[src/rtl/assert_macros.svh]
// assertion macros used by the top level rtl file
// no dependencies; empty bodies when SYNTH is defined
`ifndef ASSERT_MACROS_SVH
`define ASSERT_MACROS_SVH
`ifndef SYNTH
`define TMPC_ASSERT(name, clk, rst_n, prop, msg) \
  name: assert property (@(posedge clk) disable iff (!rst_n) prop) else $error(msg);
`define TMPC_NEVER(name, clk, rst_n, cond, msg) \
  name: assert property (@(posedge clk) disable iff (!rst_n) !(cond)) else $error(msg);
`else
`define TMPC_ASSERT(name, clk, rst_n, prop, msg)
`define TMPC_NEVER(name, clk, rst_n, cond, msg)
`endif
`endif

[src/rtl/tmpc_pkg.sv]
// shared constants and types of the triangle min path cost block
// no dependencies
package tmpc_pkg;

  localparam int MAX_ROWS   = 64;
  localparam int VALUE_BITS = 16;
  localparam int IN_W       = 16;
  localparam int COST_W     = 22;
  localparam int CFG_W      = 7;
  localparam int ROW_CELLS  = 2 * MAX_ROWS - 1;
  localparam int ROW_W      = $clog2(MAX_ROWS + 1);
  localparam int CNT_W      = ROW_W + 1;
  localparam int COL_W      = (ROW_CELLS > 1) ? $clog2(ROW_CELLS) : 1;
  localparam int ADDR_W     = COL_W + 1;
  localparam int MEM_DEPTH  = 2 ** ADDR_W;
  localparam int CFG_RESET  = 6;
  localparam logic [COST_W-1:0] COST_MAX = '1;

  typedef struct packed {
    logic             first_row;  // no row above
    logic             v0;         // predecessor at same column valid
    logic             v1;         // predecessor one column left valid
    logic             v2;         // predecessor two columns left valid
    logic             last_row;
    logic             emit;       // last cell of the bottom row
    logic [ADDR_W-1:0] wr_addr;
  } cell_ctl_t;

endpackage

[src/rtl/tmpc_seq.sv]
// row and column sequencer: tracks the position in the triangle,
// issues the row memory read address and the per-cell control; uses tmpc_pkg
module tmpc_seq (
  input  logic                          clk_i,
  input  logic                          rst_ni,
  input  logic                          acc_i,
  input  logic [tmpc_pkg::CFG_W-1:0]    row_count_i,
  output logic [tmpc_pkg::ADDR_W-1:0]   rd_addr_o,
  output tmpc_pkg::cell_ctl_t           ctl_o
);

  logic [tmpc_pkg::ROW_W-1:0] row_q, row_d;
  logic [tmpc_pkg::COL_W-1:0] col_q, col_d;
  logic [tmpc_pkg::ROW_W-1:0] rows;
  logic [tmpc_pkg::CNT_W-1:0] colx, r2, row1;
  logic                       first_row, last_row, row_end;

  // clamp the configured row count into 1..max rows
  always_comb begin
    if (row_count_i == '0) begin
      rows = tmpc_pkg::ROW_W'(1);
    end else if (32'(row_count_i) > 32'(tmpc_pkg::MAX_ROWS)) begin
      rows = tmpc_pkg::ROW_W'(tmpc_pkg::MAX_ROWS);
    end else begin
      rows = tmpc_pkg::ROW_W'(row_count_i);
    end
  end

  assign colx      = tmpc_pkg::CNT_W'(col_q);
  assign r2        = {row_q, 1'b0};
  assign row1      = tmpc_pkg::CNT_W'(row_q) + tmpc_pkg::CNT_W'(1);
  assign first_row = (row_q == '0);
  assign last_row  = (row1 >= tmpc_pkg::CNT_W'(rows));
  assign row_end   = (colx == r2);

  always_comb begin
    ctl_o.first_row = first_row;
    ctl_o.v0        = !first_row && (colx + tmpc_pkg::CNT_W'(1) < r2);
    ctl_o.v1        = !first_row && (colx >= tmpc_pkg::CNT_W'(1)) && (colx < r2);
    ctl_o.v2        = !first_row && (colx >= tmpc_pkg::CNT_W'(2))
                      && (colx < r2 + tmpc_pkg::CNT_W'(1));
    ctl_o.last_row  = last_row;
    ctl_o.emit      = last_row && row_end;
    ctl_o.wr_addr   = {row_q[0], col_q};
  end

  // the row above sits in the other bank
  assign rd_addr_o = {~row_q[0], col_q};

  always_comb begin
    row_d = row_q;
    col_d = col_q;
    if (acc_i) begin
      if (row_end) begin
        col_d = '0;
        row_d = last_row ? '0 : tmpc_pkg::ROW_W'(row1);
      end else begin
        col_d = col_q + tmpc_pkg::COL_W'(1);
      end
    end
  end

  always_ff @(posedge clk_i or negedge rst_ni) begin
    if (!rst_ni) begin
      row_q <= '0;
      col_q <= '0;
    end else begin
      row_q <= row_d;
      col_q <= col_d;
    end
  end

endmodule

[config.mk]
export PLATFORM = sky130hd
export DESIGN_NAME = tmpc_seq
export DESIGN_NICKNAME = d
export VERILOG_FILES = /design/src/rtl/assert_macros.svh /design/src/rtl/tmpc_pkg.sv /design/src/rtl/tmpc_seq.sv
export SDC_FILE = /design/constraint.sdc
export NUM_CORES = 1
export LEC_CHECK = 0
export BUFFER_PORTS_ARGS = -buffer_cell sky130_fd_sc_hd__buf_2
export CORE_MARGIN = 4
export CORE_UTILIZATION = 25
export DETAILED_ROUTE_END_ITERATION = 8
export SYNTH_ARGS = -nofsm -noshare
export SYNTH_HDL_FRONTEND = slang
export SYNTH_SLANG_ARGS = --single-unit
export TNS_END_PERCENT = 1
[constraint.sdc]
create_clock -name clk_i -period 3.8 [get_ports clk_i]
set_input_delay 0.95 -clock clk_i [delete_from_list [all_inputs] [get_ports clk_i]]
set_output_delay 0.95 -clock clk_i [all_outputs]
set_load 0.005 [all_outputs]
==> results.json, run 1 <==
{
  "dieHeight_um": 84.2,
  "slew_violations": 0,
  "tightest_slew_ns": 0.466,
  "rr_worst_depth": 11,
  "cts.htree.levels": 1,
  "grt_overflow": 0,
  "core_area_sq_um": 5570,
  "crit_arrival_ns": 2.52,
  "total_power_mw": 0.657,
  "place_congestion": 0.748,
  "dr.pass1.iters": 4,
  "cp-end-kind": "primary output",
  "via_per_inst": 4.74,
  "antenna_found_initial": 0,
  "clkTransAtPathRegs_ns": 0.06,
  "fin_crit_sh_pct": 91.3,
  "relSlewSlack_pct": 68.7,
  "synth_nets": 206,
  "rows": 27,
  "numClockSinks": 14,
  "drc": 0,
  "layout_common_cells": "31 x buf_2, 24 x ha_1, 18 x inv_1",
  "finalSetupViolations": 0,
  "cp-startpoint": "col_q[1]",
  "worstSetupPathType": "flip-flop to primary output",
  "die_x_um": 84.2,
  "hold_path.class": "input pin to async pin",
  "start_util_pct": 26.0,
  "ioPinCount": 32,
  "vias": 1261,
  "critPathMaxFanout": 8,
  "hold_ws_ns": 0.605,
  "timing.rr.end": "row_q[5]",
  "fin_tns_setup_ns": 0,
  "mostFrequentLayoutCell": "buf_2",
  "rrSetupSlack_ns": 1.31,
  "synthDistinctLibCells": 36,
  "post-cts-setup-buffer-count": 0,
  "finalHoldViolCount": 0,
  "synth_area_leader_cell": "dfrtp_1",
  "grt_pass1_vias": 1252,
  "routedWlPerCell_um": 12.6,
  "grt_pass1_wl_mm": 5.84,
  "fin_skew_ns": 0.000804,
  "ys_top_cells_by_area": "dfrtp_1 24%, ha_1 21%, buf_4 5.2%",
  "drt_iter0_drc": 69,
  "crit_required_ns": 2.85,
  "cts_tree": "built",
  "ir_drop_mv": 0.148,
  "layout-drive-gt1-share_pct": 22.2,
  "die-area_sq_um": 7080,
  "synth_top_area_share_pct": 24.2,
  "syn-cell-area_sq_um": 1450,
  "grt_max_degree": 15,
  "diodes": 0,
  "cts_buffer_depth": 2,
  "avgSynthCellArea_sq_um": 8.43,
  "endpoint": "ctl_o[12]",
  "finalWirelength_mm": 3.36,
  "cts-root-buf": "clkbuf_8",
  "status": "finished clean",
  "drv_cap": 0,
  "place_inst": 263,
  "max_freq_mhz": 288,
  "pwr_density_cell_nw_per_um2": 396,
  "finish.instance_area_sq_um": 1660,
  "port-buffer-count": 31,
  "ant_nets": 0,
  "rsz0062_at_grt": "false",
  "startpoint_type": "flip-flop",
  "grt_usage_pct": 9.86,
  "place_area_sq_um": 1610,
  "period_minus_slack_ns": 3.47,
  "place_hpwl_mm": 2.71,
  "nets": 230,
  "clock_latency_ns": 0.24,
  "seq_area_frac_synth_pct": 24.2,
  "cts_buffers": 3,
  "timing.rr.start": "row_q[0]",
  "fin_cells": 266,
  "leakagePower_nw": 0.813,
  "yosysWarnings": 0,
  "ys_ff_latch": 14,
  "area_delta_synth_final_pct": 14.3,
  "synth_cells": 172
}
-- metal layers --
metal / up-vias / global-route usage (%) / wire length (um)
li1: 644 / - / -
met1: 592 / 13.0 / 1610
met2: 21 / 16.6 / 1600
met3: 4 / 1.08 / 107
met4: 0 / 3.51 / 41
met5: - / 0 / 0
-- flip-flops by register name, indices dropped and copies added (netlist names) --
name and cells:
row_q 7, col_q 7
-- synth_stat cells --
cell / count
ha_1: 24
inv_1: 18
nand2_1: 16
dfrtp_1: 14
nand3_1: 13
buf_4: 10
a21oi_1: 9
nor2_1: 8
o21ai_0: 8
xnor2_1: 8
nor3_1: 5
o22ai_1: 4
nor2b_1: 3
nor4_1: 3
a211oi_1: 2
a21o_1: 2
buf_6: 2
clkbuf_1: 2
o2111ai_1: 2
o21bai_1: 2
xor2_1: 2
a2111oi_0: 1
a21boi_0: 1
a32o_1: 1
and3_1: 1
clkinv_1: 1
mux2i_1: 1
nand4_1: 1
nand4b_4: 1
nor2_8: 1
o211ai_1: 1
o21ai_2: 1
o221ai_1: 1
o41ai_1: 1
or4_1: 1
or4_4: 1
-- metrics by stage --
stage / worst slack [ns] / util [%]
after detailed placement: 0.262 / 28.8
final: 0.332 / 29.7
after CTS: 0.0651 / 29.5
after floorplan: 0.505 / -
after global placement: 0.334 / 28.8
after global routing: 0.0580 / 29.7
-- timing repair --
action	CTS	global route
resized for setup	0	3
endpoints found under the setup margin	0	2
hold endpoints to repair	0	0
hold buffers	0	0
-- power by group --
part / internal [mW] / total, mW / switching, mW
clock network: 0.0701 / 0.123 / 0.0531
registers: 0.176 / 0.228 / 0.0521
logic: 0.143 / 0.305 / 0.162
total: 0.389 / 0.657 / 0.267
-- cells by family (layout without fill, tap and decap cells) --
kind of cell / count (synthesis) / after routing / share of synthesized area (%)
AO/OA/AOI/OAI: 36 / 36 / 16.0
XOR/XNOR: 10 / 10 / 6.04
adder cells (fa/ha/maj): 24 / 24 / 20.7
buffers and inverters: 33 / 55 / 12.2
flip-flops: 14 / 14 / 24.2
multiplexers: 1 / 1 / 0.690
AND/OR/NAND/NOR: 54 / 54 / 20.2
-- critical path: stages, from the launching register on --
cell       delay [ns]
dfrtp_1          0.48
ha_1             0.27
xor2_1           0.23
ha_1             0.26
a21boi_0         0.12
o21ai_0          0.17
a21oi_1          0.09
a2111oi_0        0.44
buf_2            0.20
-- worst min-delay path by stage --
stage	start	to	cells past startpoint
floorplan	row_q[6]	row_q[6]	2
global placement	row_q[6]	row_q[6]	2
detailed placement	row_q[6]	row_q[6]	2
CTS	rst_ni	col_q[0]	1
global route	rst_ni	col_q[2]	1
finish	rst_ni	col_q[0]	1
-- layout make-up --
| type | count | area, sq um |
|---|---|---|
| Clock buffer | 3 | 41.3 |
| Inverter | 19 | 71.3 |
| Timing Repair Buffer | 33 | 170 |
| Sequential cell | 14 | 352 |
| Multi-Input combinational cell | 125 | 933 |
| Fill cell | 595 | 3920 |
| Tap cell | 72 | 90.1 |
No activity file was read; power rests on OpenSTA's default activity.
==> run 2: changes to the inputs <==
--- a/config.mk
+++ b/config.mk
@@ -7,8 +7,9 @@
 export LEC_CHECK = 0
 export BUFFER_PORTS_ARGS = -buffer_cell sky130_fd_sc_hd__buf_2
 export CORE_MARGIN = 4
-export CORE_UTILIZATION = 25
+export CORE_UTILIZATION = 37
 export DETAILED_ROUTE_END_ITERATION = 8
+export RECOVER_POWER = 100
 export SYNTH_ARGS = -nofsm -noshare
 export SYNTH_HDL_FRONTEND = slang
 export SYNTH_SLANG_ARGS = --single-unit
==> run 2 against run 1 <==
Clock power about the same. Total power decreased by 2.9%. Clock skew about the same. Global-route usage increased by 3.6 points. Sequential share of layout area increased by 0.87 points. Utilization increased by 13 points. Critical endpoint is now ctl_o[9].
==> results.json, run 2 (synthesized netlist as in run 1, its figures left out) <==
{
  "crit_arrival_ns": 2.60,
  "hold_path.class": "flip-flop to flip-flop",
  "grt_pass1_vias": 1151,
  "critPathMaxFanout": 4,
  "place_congestion": 0.752,
  "post-cts-setup-buffer-count": 0,
  "mostFrequentLayoutCell": "ha_1",
  "top_regs": "col_q (7), row_q (7)",
  "place_inst": 239,
  "pwr_density_cell_nw_per_um2": 402,
  "gr-usage-met2_pct": 20.9,
  "switchingPower_mw": 0.257,
  "clkTransAtPathRegs_ns": 0.06,
  "seqPwrFrac_pct": 35.7,
  "ir_drop_mv": 0.256,
  "vias": 1222,
  "fin_cells": 242,
  "port-buffer-count": 31,
  "drv_cap": 0,
  "drt_iter0_drc": 42,
  "finalWirelength_mm": 3.15,
  "dieHeight_um": 70.6,
  "finalSetupViolations": 0,
  "grt_max_degree": 15,
  "slew_violations": 0,
  "fin_crit_sh_pct": 93.4,
  "use_met3_pct": 2.98,
  "combPwrFrac_pct": 45.2,
  "numClockSinks": 14,
  "p_clk_share_pct": 19.2,
  "leakagePower_nw": 0.765,
  "cts_tree": "built",
  "finalHoldViolCount": 0,
  "finish.instance_area_sq_um": 1590,
  "nets": 230,
  "layout-drive-gt1-share_pct": 14.9,
  "diodes": 0,
  "max_freq_mhz": 282,
  "worstSetupPathType": "flip-flop to primary output",
  "grt_usage_pct": 13.4,
  "rsz0062_at_grt": "false",
  "grt_overflow": 0,
  "cp-end-kind": "primary output",
  "top_usage_layer": "met2",
  "antenna_found_initial": 0,
  "start_util_pct": 39.0,
  "area_delta_synth_final_pct": 9.40,
  "postLayoutCoreUtil_pct": 42.7,
  "relSlewSlack_pct": 45.6,
  "tightest_slew_ns": 0.816,
  "cts-root-buf": "clkbuf_8",
  "cts_buffer_depth": 2,
  "p_int_mw": 0.381,
  "die_x_um": 70.6,
  "total_power_mw": 0.638,
  "cts_resized": 0,
  "grt_pass1_wl_mm": 5.51,
  "status": "finished clean",
  "ioPinCount": 32,
  "place_area_sq_um": 1580,
  "dr.pass1.iters": 4,
  "period_minus_slack_ns": 3.55,
  "clock_latency_ns": 0.24,
  "rows": 22,
  "fin_skew_ns": 0.00128,
  "cts.htree.levels": 1,
  "core_area_sq_um": 3720,
  "layout_common_cells": "24 x ha_1, 22 x buf_2, 18 x inv_1",
  "hold_buffers": 0,
  "gr-usage-met1_pct": 19.5,
  "p_sw_share_pct": 40.3,
  "die-area_sq_um": 4990,
  "place_hpwl_mm": 2.54,
  "fin_tns_setup_ns": 0,
  "drc": 0,
  "cts_buffers": 3,
  "crit_required_ns": 2.85,
  "via_per_inst": 5.05,
  "ant_nets": 0,
  "routedWlPerCell_um": 13.0,
  "startpoint_type": "flip-flop"
}
-- run 2: changes by cell type in the layout (fill, tap and decap cells not counted), sizes merged --
| cell | delta |
|---|---|
| buf | -10 |
| clkbuf | +10 |
-- run 2: final cells by class --
| type | instances | area (sq um) |
|---|---|---|
| Clock buffer | 3 | 41.3 |
| Tap cell | 48 | 60.1 |
| Timing Repair Buffer | 33 | 155 |
| Inverter | 19 | 71.3 |
| Sequential cell | 14 | 350 |
| Multi-Input combinational cell | 125 | 908 |
| Fill cell | 399 | 2130 |
-- run 2: final timing paths --
kind | start | endpoint | slack (ns) | cells past startpoint
min in group asynchronous | rst_ni | col_q[2] | 0.77 | 1
min reg2reg | row_q[6] | row_q[6] | 0.59 | 2
min | row_q[6] | row_q[6] | 0.59 | 2
max in group asynchronous | rst_ni | row_q[3] | 2.52 | 1
max | row_q[1] | ctl_o[9] | 0.25 | 10
max reg2reg | row_q[1] | row_q[5] | 1.17 | 11
-- run 2: critical path, cell delays in order, from the launching register on --
cell and delay [ns]:
dfrtp_1 0.39, ha_1 0.26, nand3_1 0.14, nor3_1 0.26, xnor2_1 0.13, ha_1 0.34, a21oi_1 0.17, nand2_1 0.11
nor3_1 0.30, inv_1 0.11, buf_2 0.14
-- run 2: per-layer routing --
layer	up-vias	wire (um)
met4	0	17
met5	-	0
met2	26	1380
met1	544	1590
met3	5	161
li1	647	-
-- run 2: stage by stage --
step	worst slack [ns]	hold WS (ns)
after detailed placement	0.346	0.590
after global placement	0.394	0.606
after global routing	0.00811	0.627
final	0.252	0.593
after floorplan	0.505	0.537
after CTS	0.201	0.604
-- run 2: power by group through the flow --
stage | clock, mW | sequential (mW) | combinational [mW]
5_1_grt | 0.135 | 0.235 | 0.342
4_1_cts | 0.128 | 0.228 | 0.307
6_report | 0.122 | 0.227 | 0.288
3_3_place_gp | 0 | 0.231 | 0.303
2_1_floorplan | 0 | 0.223 | 0.230
3_5_place_dp | 0 | 0.230 | 0.305
