`src/rtl/assert_macros.svh`:
```
// assertion macros used by the top level rtl file
// no dependencies; empty bodies when SYNTH is defined
`ifndef ASSERT_MACROS_SVH
`define ASSERT_MACROS_SVH
`ifndef SYNTH
`define TMPC_ASSERT(name, clk, rst_n, prop, msg) \
  name: assert property (@(posedge clk) disable iff (!rst_n) prop) else $error(msg);
`define TMPC_NEVER(name, clk, rst_n, cond, msg) \
  name: assert property (@(posedge clk) disable iff (!rst_n) !(cond)) else $error(msg);
`else
`define TMPC_ASSERT(name, clk, rst_n, prop, msg)
`define TMPC_NEVER(name, clk, rst_n, cond, msg)
`endif
`endif

```
`src/rtl/tmpc_ram.sv`:
```
// generic single write, single read port ram with registered read
// no dependencies
module tmpc_ram #(
  parameter int Width = 8,
  parameter int Depth = 16
) (
  input  logic                     clk_i,
  input  logic                     we_i,
  input  logic [$clog2(Depth)-1:0] waddr_i,
  input  logic [Width-1:0]         wdata_i,
  input  logic                     re_i,
  input  logic [$clog2(Depth)-1:0] raddr_i,
  output logic [Width-1:0]         rdata_o
);

  logic [Width-1:0] mem_q [Depth];
  logic [Width-1:0] rdata_q;

  always_ff @(posedge clk_i) begin
    if (we_i) begin
      mem_q[waddr_i] <= wdata_i;
    end
    if (re_i) begin
      rdata_q <= mem_q[raddr_i];
    end
  end

  assign rdata_o = rdata_q;

endmodule

```
`config.mk`:
```
export PLATFORM = sky130hd
export DESIGN_NAME = tmpc_ram
export DESIGN_NICKNAME = d
export VERILOG_FILES = /design/src/rtl/assert_macros.svh /design/src/rtl/tmpc_ram.sv
export SDC_FILE = /design/constraint.sdc
export NUM_CORES = 1
export LEC_CHECK = 0
export BUFFER_PORTS_ARGS = -buffer_cell sky130_fd_sc_hd__buf_4
export CORE_AREA = 2 2 118 120
export CTS_CLUSTER_DIAMETER = 60
export DETAILED_ROUTE_END_ITERATION = 10
export DIE_AREA = 0 0 120 122
export GPL_ROUTABILITY_DRIVEN = 0
export GPL_TIMING_DRIVEN = 0
export PLACE_DENSITY = 0.62
export SLEW_MARGIN = 20
export SYNTH_ARGS = -nofsm -noshare
export SYNTH_HDL_FRONTEND = slang
export SYNTH_SLANG_ARGS = --single-unit
```
`constraint.sdc`:
```
create_clock -name clk_i -period 2.9 [get_ports clk_i]
set_input_delay 0.435 -clock clk_i [delete_from_list [all_inputs] [get_ports clk_i]]
set_output_delay 0.435 -clock clk_i [all_outputs]
set_load 0.01 [all_outputs]
```
==> impl_metrics.csv, run 1 <==
group,metric,value,unit
outcome,status,"completed",
setup_path,slowest_delay,0.63,ns
clock_tree,hold_buffers,0,
logic_synthesis,syn_area,5230,sq um
logic_synthesis,synth_cells,229,
setup_path,crit_start,"waddr_i[2]",
clock_tree,root_buffer,"clkbuf_16",
clock_tree,cts_resized,0,
placement,portBuffers,25,
clock_tree,htree_num_levels,4,
setup_path,crit_path_top_delay_cell,"nor2_1",
setup_path,critPathRequiredTime,2.93,ns
clock_tree,cts_buffer_depth,2,
job,drv_cap,0,
global_routing,grt_max_degree,17,
logic_synthesis,ys_warn_count,0,
setup_path,critPathTopFamily,"simple AND/OR/NAND/NOR gates",
placement,hpwlAfterDp,6430,microns
timing,period_share,57.8,%
timing,hold_viol_final,0,
die,chipHeight,122,microns
timing,finalSetupTns,0,ns
die,start_util,38.7,%
hold_path,min_path_type,"input port to register",
clock_tree,cts_setup_buffers,0,
logic_synthesis,synth_cell_types,18,
timing,fin_worst_skew,0.00584,ns
drt,drt-total-wl,10000,microns
timing,max-slew-margin-rel,42.9,%
power,power.leakage,2.07,nW
setup_path,endpoint_kind,"register",
clock_tree,numCtsBuffers,17,
setup_path,crit_fanout,8,
timing,final.min_clock_period,1.68,ns
drt,drt-initial-drc-count,219,
global_routing,grt_antenna_before_repair,0,
die,core-area,13500,sq um
setup_path,path_buf_inv,1,
setup_path,crit_arrival,1.71,ns
cells_and_area,diodes,0,
setup_path,startpoint_type,"input port",
die,die_area,14600,sq um
clock_tree,cts_sinks,136,
global_routing,overflow,0,
power,power.total,4.61,mW
die,die_w,120,microns
hold_path,min_from,"re_i",
global_routing,grt.total_usage,15.0,%
global_routing,grt_first_pass_wirelength,15200,microns
timing,finalSetupViolations,0,
die,num_rows,43,
cells_and_area,drive_gt1_share,29.0,%
drt,via_per_inst,5.14,
logic_synthesis,yosys_register_bits,136,
clock_tree,cts_tree,"done",
power,peakVddDrop,0.603,mV
clock_tree,path_clk_slew,0.05,ns
drt,wl_per_cell,21.6,microns
setup_path,r2r_start,"mem_q[0][0]",
die,pin_count,27,
logic_synthesis,avgSynthCellArea,22.8,sq um
logic_synthesis,synth_nets,248,
cells_and_area,fin_nets,292,
drt,num_vias,2396,
drt,first_pass_iters,6,
logic_synthesis,synth_seq_area_share,78.1,%
global_routing,grt_pass1_vias,2462,
setup_path,worstSetupPathType,"input port to register",
timing,fmaxAchievable,596,MHz
cells_and_area,syn_to_final_growth,19.7,%
clock_tree,clock_latency,0.41,ns
timing,tightest_slew,0.853,ns
setup_path,cp_cell_sequence,"buf_4 -> or3b_2 -> nor2_1",
drt,drc_errors,0,
power,p_per_area,737,nW/um^2
drt,antenna_left,0,
timing,rsz0062_at_grt,"false",
timing,drv_slew,0,
==> layer usage <==
metal	share of wire, %	wire, microns	vias to the layer above	track usage (%)
met3	6.2	625	9	4.96
li1	-	-	1070	-
met1	43	4350	1233	20.6
met4	0.85	85	0	4.41
met5	0	0	-	0
met2	50	4980	84	23.0
==> through the flow <==
stage / hold slack, ns / area (sq um) / cells / utilization (%) / setup WS (ns)
after floorplan: 0.534 / 5230 / 229 / - / 0.972
after global placement: 0.712 / 5640 / 434 / 41.8 / 0.411
after detailed placement: 0.714 / 5660 / 434 / 41.9 / 0.744
after CTS: 0.289 / 6260 / 466 / 46.3 / 1.18
after global routing: 0.301 / 6260 / 466 / 46.3 / 1.12
final: 0.302 / 6260 / 466 / 46.3 / 1.22
==> logic make-up after synthesis <==
| logic type | synth area share, % |
|---|---|
| compound gates | 2.30 |
| buf+inv | 1.65 |
| simple gates | 3.14 |
| flops | 78.1 |
| mux | 14.8 |
==> path summary, 6_finish.rpt <==
check | endpoint | slack [ns] | depth (start not counted)
hold / removal | rdata_o[6] | 0.30 | 1
setup / recovery | mem_q[1][2] | 1.22 | 3
setup reg to reg | rdata_o[0] | 1.27 | 3
hold reg to reg | rdata_o[1] | 0.76 | 3
==> synthesized netlist by cell type <==
master / instances / area (sq um)
buf_4: 1 / 7.51
nor2_1: 13 / 48.8
nand2_1: 9 / 33.8
and2_1: 1 / 6.26
a22oi_1: 16 / 120
nand3_1: 1 / 5.00
buf_6: 3 / 33.8
clkdlybuf4s25_2: 3 / 30.0
nand3b_1: 2 / 15.0
buf_2: 3 / 15.0
mux4_1: 14 / 368
nor3_1: 4 / 20.0
nand2b_1: 2 / 12.5
or3b_2: 1 / 8.76
and2b_1: 1 / 7.51
mux4_2: 18 / 405
edfxtp_1: 136 / 4080
nor2b_1: 1 / 6.26
==> cell usage in the layout, fill, tap and decap left out, drive strengths merged <==
cell           count
nor3               4
and2               1
or3b               1
nand2b             2
clkbuf            22
bufinv             4
nand3b             2
mux4              32
nand2              9
and2b              1
clkinv             6
clkdlybuf4s25      3
nor2b              1
buf               32
nor2              13
a22oi             16
edfxtp           136
nand3              1
==> power breakdown <==
| part | internal, mW | leakage [nW] | switching (mW) |
|---|---|---|---|
| Combinational | 0.0975 | 0.544 | 0.129 |
| Clock | 1.43 | 0.291 | 0.729 |
| Sequential | 2.22 | 1.24 | 0.00897 |
| Total | 3.74 | 2.07 | 0.868 |
==> area by class of cell <==
class	instances	area (sq um)
buffer	10	86.3
clock buffer	22	444
clock inverter	10	151
fill	1100	7250
multi-input combinational	83	1080
sequential	136	4080
tap	180	225
timing repair buffer	25	188
==> state kept, by name, summed over array words and instances, names as in the netlist <==
signal / flops
mem_q: 128
rdata_o: 8
==> worst reg2reg max path, stage by stage, from the launching register on <==
cell and delay [ns]:
edfxtp_1 0.36, mux4_1 0.52, a22oi_1 0.35, nand2_1 0.13
(Power assumes the default switching activity.)
==> run 2: changes to the inputs <==
--- a/config.mk
+++ b/config.mk
@@ -12,7 +12,7 @@
 export DIE_AREA = 0 0 120 122
 export GPL_ROUTABILITY_DRIVEN = 0
 export GPL_TIMING_DRIVEN = 0
-export PLACE_DENSITY = 0.62
+export PLACE_DENSITY = 0.64
 export SLEW_MARGIN = 20
 export SYNTH_ARGS = -nofsm -noshare
 export SYNTH_HDL_FRONTEND = slang
==> constraint.sdc (replaced) <==
create_clock -name clk_i -period 1.5 [get_ports clk_i]
set_input_delay 0.225 -clock clk_i [delete_from_list [all_inputs] [get_ports clk_i]]
set_output_delay 0.225 -clock clk_i [all_outputs]
set_load 0.01 [all_outputs]
==> impl_metrics.csv, run 2 (synthesized netlist as in run 1, its figures left out) <==
group,metric,value,unit
die,die_area,14600,sq um
cells_and_area,diodes,0,
die,chipHeight,122,microns
cells_and_area,n_fill_cell,1138,
clock_tree,path_clk_slew,0.06,ns
drt,drt-total-wl,10200,microns
timing,hold_viol_final,0,
clock_tree,root_buffer,"clkbuf_16",
setup_path,critPathTopFamily,"multiplexers",
drt,via_per_inst,5.32,
outcome,violations,"negative setup slack",
hold_path,hold_depth,1,
setup_path,crit_path_top_delay_cell,"mux4_2",
clock_tree,hold_buffers,0,
global_routing,grt_max_degree,17,
drt,routed-wl-met2,4820,microns
global_routing,grt_pass1_vias,2513,
setup_path,crit_arrival,1.68,ns
timing,tightest_slew,0.792,ns
timing,rsz0062_at_grt,"true",
drt,antenna_left,0,
clock_tree,cts_sinks,136,
setup_path,ff2ff_path_depth,3,
die,pin_count,27,
die,core-area,13500,sq um
drt,first_pass_iters,5,
global_routing,grt.total_usage,14.9,%
clock_tree,htree_num_levels,4,
clock_tree,cts_tree,"done",
drt,wl_met3,783,microns
cells_and_area,drive_gt1_share,34.9,%
setup_path,crit_fanout,1,
cells_and_area,max_flop_register,"mem_q",
timing,fin_ws,-0.0267,ns
cells_and_area,final_common_cell,"edfxtp_1",
power,power.leakage,2.01,nW
drt,wl_per_cell,21.9,microns
clock_tree,cts_buffer_depth,2,
timing,drv_slew,0,
timing,fmaxAchievable,655,MHz
drt,num_vias,2467,
cells_and_area,final_cell_mix,"edfxtp_1, buf_4, mux4_2",
cells_and_area,fin_nets,292,
timing,period_share,102,%
hold_path,min_path_type,"input port to register",
timing,finalSetupViolations,1,
drt,top_layer_used,"met4",
setup_path,path_buf_inv,0,
setup_path,critPathRequiredTime,1.65,ns
global_routing,grt_antenna_before_repair,0,
setup_path,endpoint_kind,"register",
job,drv_cap,0,
power,peakVddDrop,0.682,mV
clock_tree,numCtsBuffers,17,
drt,drt-initial-drc-count,222,
setup_path,cp.depth,3,
die,num_rows,43,
drt,drc_errors,0,
die,start_util,38.7,%
die,die_w,120,microns
clock_tree,cts_setup_buffers,0,
drt,met1Wirelength,4500,microns
outcome,status,"complete, but fails checks",
cells_and_area,syn_to_final_growth,18.8,%
power,p_per_area,1360,nW/um^2
setup_path,cp_cell_sequence,"mux4_2 -> a22oi_2 -> nand2_1",
global_routing,grt_first_pass_wirelength,15300,microns
placement,hpwlAfterDp,6340,microns
placement,dp_slack,-0.406,ns
timing,max-slew-margin-rel,47.0,%
global_routing,overflow,0,
placement,portBuffers,25,
timing,hold_ws,0.0883,ns
timing,final.min_clock_period,1.53,ns
timing,fin_worst_skew,0.00531,ns
setup_path,worstSetupPathType,"register to register",
cells_and_area,largest_reg_flops,128,
clock_tree,clock_latency,0.40,ns
setup_path,startpoint_type,"register",
setup_path,slowest_delay,0.50,ns
[run 2: changes by cell type in the layout (fill, tap and decap cells not counted), sizes merged]
cell / change
bufinv: -3
clkbuf: -2
clkinv: +1
clkinvlp: +2
[run 2: power breakdown]
group,total [mW],internal (mW),switching [mW]
logic,0.461,0.198,0.263
registers,4.30,4.28,0.0201
clock network,3.65,2.23,1.42
total,8.42,6.72,1.70
[run 2: area by class of cell]
cell class | instances | area (sq um) | area share [%]
Buffer | 10 | 93.8 | 1.51
Clock buffer | 20 | 437 | 7.03
Clock inverter | 10 | 82.6 | 1.33
Multi-Input combinational cell | 83 | 1100 | 17.7
Sequential cell | 136 | 4080 | 65.8
Tap cell | 180 | 225 | 3.63
Timing Repair Buffer | 25 | 188 | 3.02
[run 2: worst paths after layout]
path / endpoint / startpoint / slack (ns)
worst max-delay path: rdata_o[1] / mem_q[2][1] / -0.03
worst min-delay path: rdata_o[1] / re_i / 0.09
worst max register to register: rdata_o[1] / mem_q[2][1] / -0.03
worst min register to register: rdata_o[2] / mem_q[13][2] / 0.76
[run 2: worst register-to-register path: cells and delay by family, from the launching register on]
kind	cells	cell delay (ns)
AOI/OAI and AO/OA	1	0.31
and+or+nand+nor	1	0.09
DFF	1	0.38
muxes	1	0.50
[run 2: layer usage]
metal,track usage [%],vias to the layer above
met5,0,-
met4,4.41,0
met3,5.06,7
met2,21.8,114
met1,21.2,1280
li1,-,1066
[run 2: what timing repair did]
action / 4_1_cts / 5_1_grt
pin swaps: 2 / 3
setup endpoints to repair: 13 / 23
hold endpoints to repair: 0 / 0
gates resized for setup: 10 / 6
[run 2: metrics by stage]
stage | instance area [sq um] | power [mW] | utilization (%) | TNS (ns) | cells
after floorplan | 5240 | 4.61 | - | -0.00289 | 229
after global placement | 5650 | 4.81 | 41.9 | -35.98 | 434
after detailed placement | 5670 | 4.82 | 42.0 | -27.58 | 434
after CTS | 6210 | 8.44 | 46.0 | 0 | 464
after global routing | 6210 | 8.66 | 46.0 | -0.134 | 464
final | 6210 | 8.42 | 46.0 | -0.0267 | 464
==> run 3: changes to the inputs <==
--- a/config.mk
+++ b/config.mk
@@ -12,7 +12,7 @@
 export DIE_AREA = 0 0 120 122
 export GPL_ROUTABILITY_DRIVEN = 0
 export GPL_TIMING_DRIVEN = 0
-export PLACE_DENSITY = 0.64
+export PLACE_DENSITY_LB_ADDON = 0.2
 export SLEW_MARGIN = 20
 export SYNTH_ARGS = -nofsm -noshare
 export SYNTH_HDL_FRONTEND = slang
==> impl_metrics.csv, run 3 (synthesized netlist as in run 1, its figures left out) <==
group,metric,value,unit
power,power.leakage,2.00,nW
setup_path,crit_arrival,1.63,ns
timing,finalSetupViolations,0,
drt,wl_per_cell,22.4,microns
power,peakVddDrop,0.783,mV
clock_tree,clock_latency,0.41,ns
setup_path,ff2ff_path_depth,3,
die,die_w,120,microns
timing,tightest_slew,0.889,ns
drt,via_per_inst,5.18,
clock_tree,htree_num_levels,4,
timing,finalSetupTns,0,ns
clock_tree,cts_tree,"done",
placement,portBuffers,25,
timing,max-slew-margin-rel,40.5,%
cells_and_area,diodes,0,
power,intPower,6.52,mW
setup_path,r2r_end,"rdata_o[1]",
global_routing,overflow,0,
setup_path,crit_fanout,1,
power,p_comb_share,5.6,%
global_routing,grt_max_degree,17,
outcome,status,"completed",
timing,rsz0062_at_grt,"true",
drt,drc_errors,0,
drt,drt-total-wl,10400,microns
cells_and_area,largest_reg_flops,128,
global_routing,grt_first_pass_wirelength,15700,microns
power,p_per_area,1320,nW/um^2
job,drv_cap,0,
cells_and_area,fin_util,45.8,%
cells_and_area,max_flop_register,"mem_q",
global_routing,grt_antenna_before_repair,0,
hold_path,hold_depth,1,
hold_path,min_from,"re_i",
cells_and_area,final_common_cell,"edfxtp_1",
placement,place_area,5670,sq um
die,chipHeight,122,microns
global_routing,grt_pass1_vias,2442,
cells_and_area,final_cell_mix,"edfxtp_1, buf_4, mux4_2",
setup_path,rrSetupSlack,0.01,ns
clock_tree,hold_buffers,0,
setup_path,worstSetupPathType,"register to register",
timing,hold_viol_final,0,
hold_path,min_path_type,"input port to register",
power,p_clk_share,41.7,%
placement,hpwlAfterDp,6650,microns
power,seq_power_share,52.7,%
die,core-area,13500,sq um
timing,drv_slew,0,
setup_path,startpoint_type,"register",
die,die_area,14600,sq um
clock_tree,cts_sinks,136,
clock_tree,root_buffer,"clkbuf_16",
setup_path,critPathRequiredTime,1.64,ns
drt,antenna_left,0,
global_routing,grt.total_usage,15.6,%
cells_and_area,drive_gt1_share,33.6,%
die,start_util,38.7,%
cells_and_area,fin_nets,292,
drt,first_pass_iters,4,
cells_and_area,stdcell_area,6180,sq um
timing,hold_ws,0.0917,ns
hold_path,min_to,"rdata_o[0]",
setup_path,r2r_start,"mem_q[2][1]",
clock_tree,numCtsBuffers,17,
timing,period_share,99.1,%
power,switching_share,20.2,%
drt,drt-initial-drc-count,125,
cells_and_area,syn_to_final_growth,18.2,%
drt,num_vias,2398,
power,p_sw,1.65,mW
die,pin_count,27,
timing,fmaxAchievable,672,MHz
die,num_rows,43,
timing,fin_worst_skew,0.00907,ns
timing,final.min_clock_period,1.49,ns
clock_tree,cts_buffer_depth,2,
setup_path,endpoint_kind,"register",
clock_tree,path_clk_slew,0.05,ns
==> run 3: worst max-delay path by stage <==
stage,from,endpoint,slack (ns),cells after the start
floorplan,raddr_i[0],rdata_o[1],-0.001,5
detailed placement,waddr_i[2],mem_q[2][0],-0.47,3
CTS,mem_q[3][3],rdata_o[3],0.004,3
finish,mem_q[2][1],rdata_o[1],0.01,3
global route,mem_q[3][1],rdata_o[1],-0.05,3
global placement,waddr_i[3],mem_q[4][5],-0.56,3
==> run 3: per-layer routing <==
layer	part of all wire, %	routed length (microns)	vias up	GRT usage, %
li1	-	-	1062	-
met5	0	0	-	0
met3	6.0	622	10	4.26
met4	1.3	131	0	6.18
met2	48	5010	69	24.0
met1	45	4630	1257	21.2
==> run 3: timing repair <==
item                                    4_1_cts  5_1_grt
pin swaps                                     1        5
endpoints found under the setup margin       23       22
buffers inserted                              0        0
resized for setup                            13        4
gates cloned                                  0        0
==> run 3: critical path: stages, from the launching register on <==
cell and delay [ns]:
edfxtp_1 0.36, mux4_2 0.50, a22oi_2 0.25, nand2_1 0.11
==> run 3: power by group through the flow <==
stage	sequential [mW]	combinational, mW	clock, mW
after floorplan	4.39	0.219	0
after global placement	4.38	0.444	0
after detailed placement	4.38	0.450	0
after CTS	4.31	0.467	3.47
after global routing	4.31	0.500	3.60
final	4.30	0.462	3.41
==> run 3: final cells by class <==
type / instances / area, sq um
flip-flops and latches: 136 / 4080
fillers: 1128 / 7330
well taps: 180 / 225
repair buffers: 25 / 188
clock buffers: 21 / 440
clock inverters: 8 / 35.0
multi-input cells: 83 / 1110
plain buffers: 10 / 93.8
==> run 3: through the flow <==
step	setup WS (ns)	std cells	power, mW
after floorplan	-0.000964	229	4.61
final	0.0129	463	8.17
after global routing	-0.0464	463	8.40
after global placement	-0.558	434	4.82
after CTS	0.00404	463	8.25
after detailed placement	-0.466	434	4.83
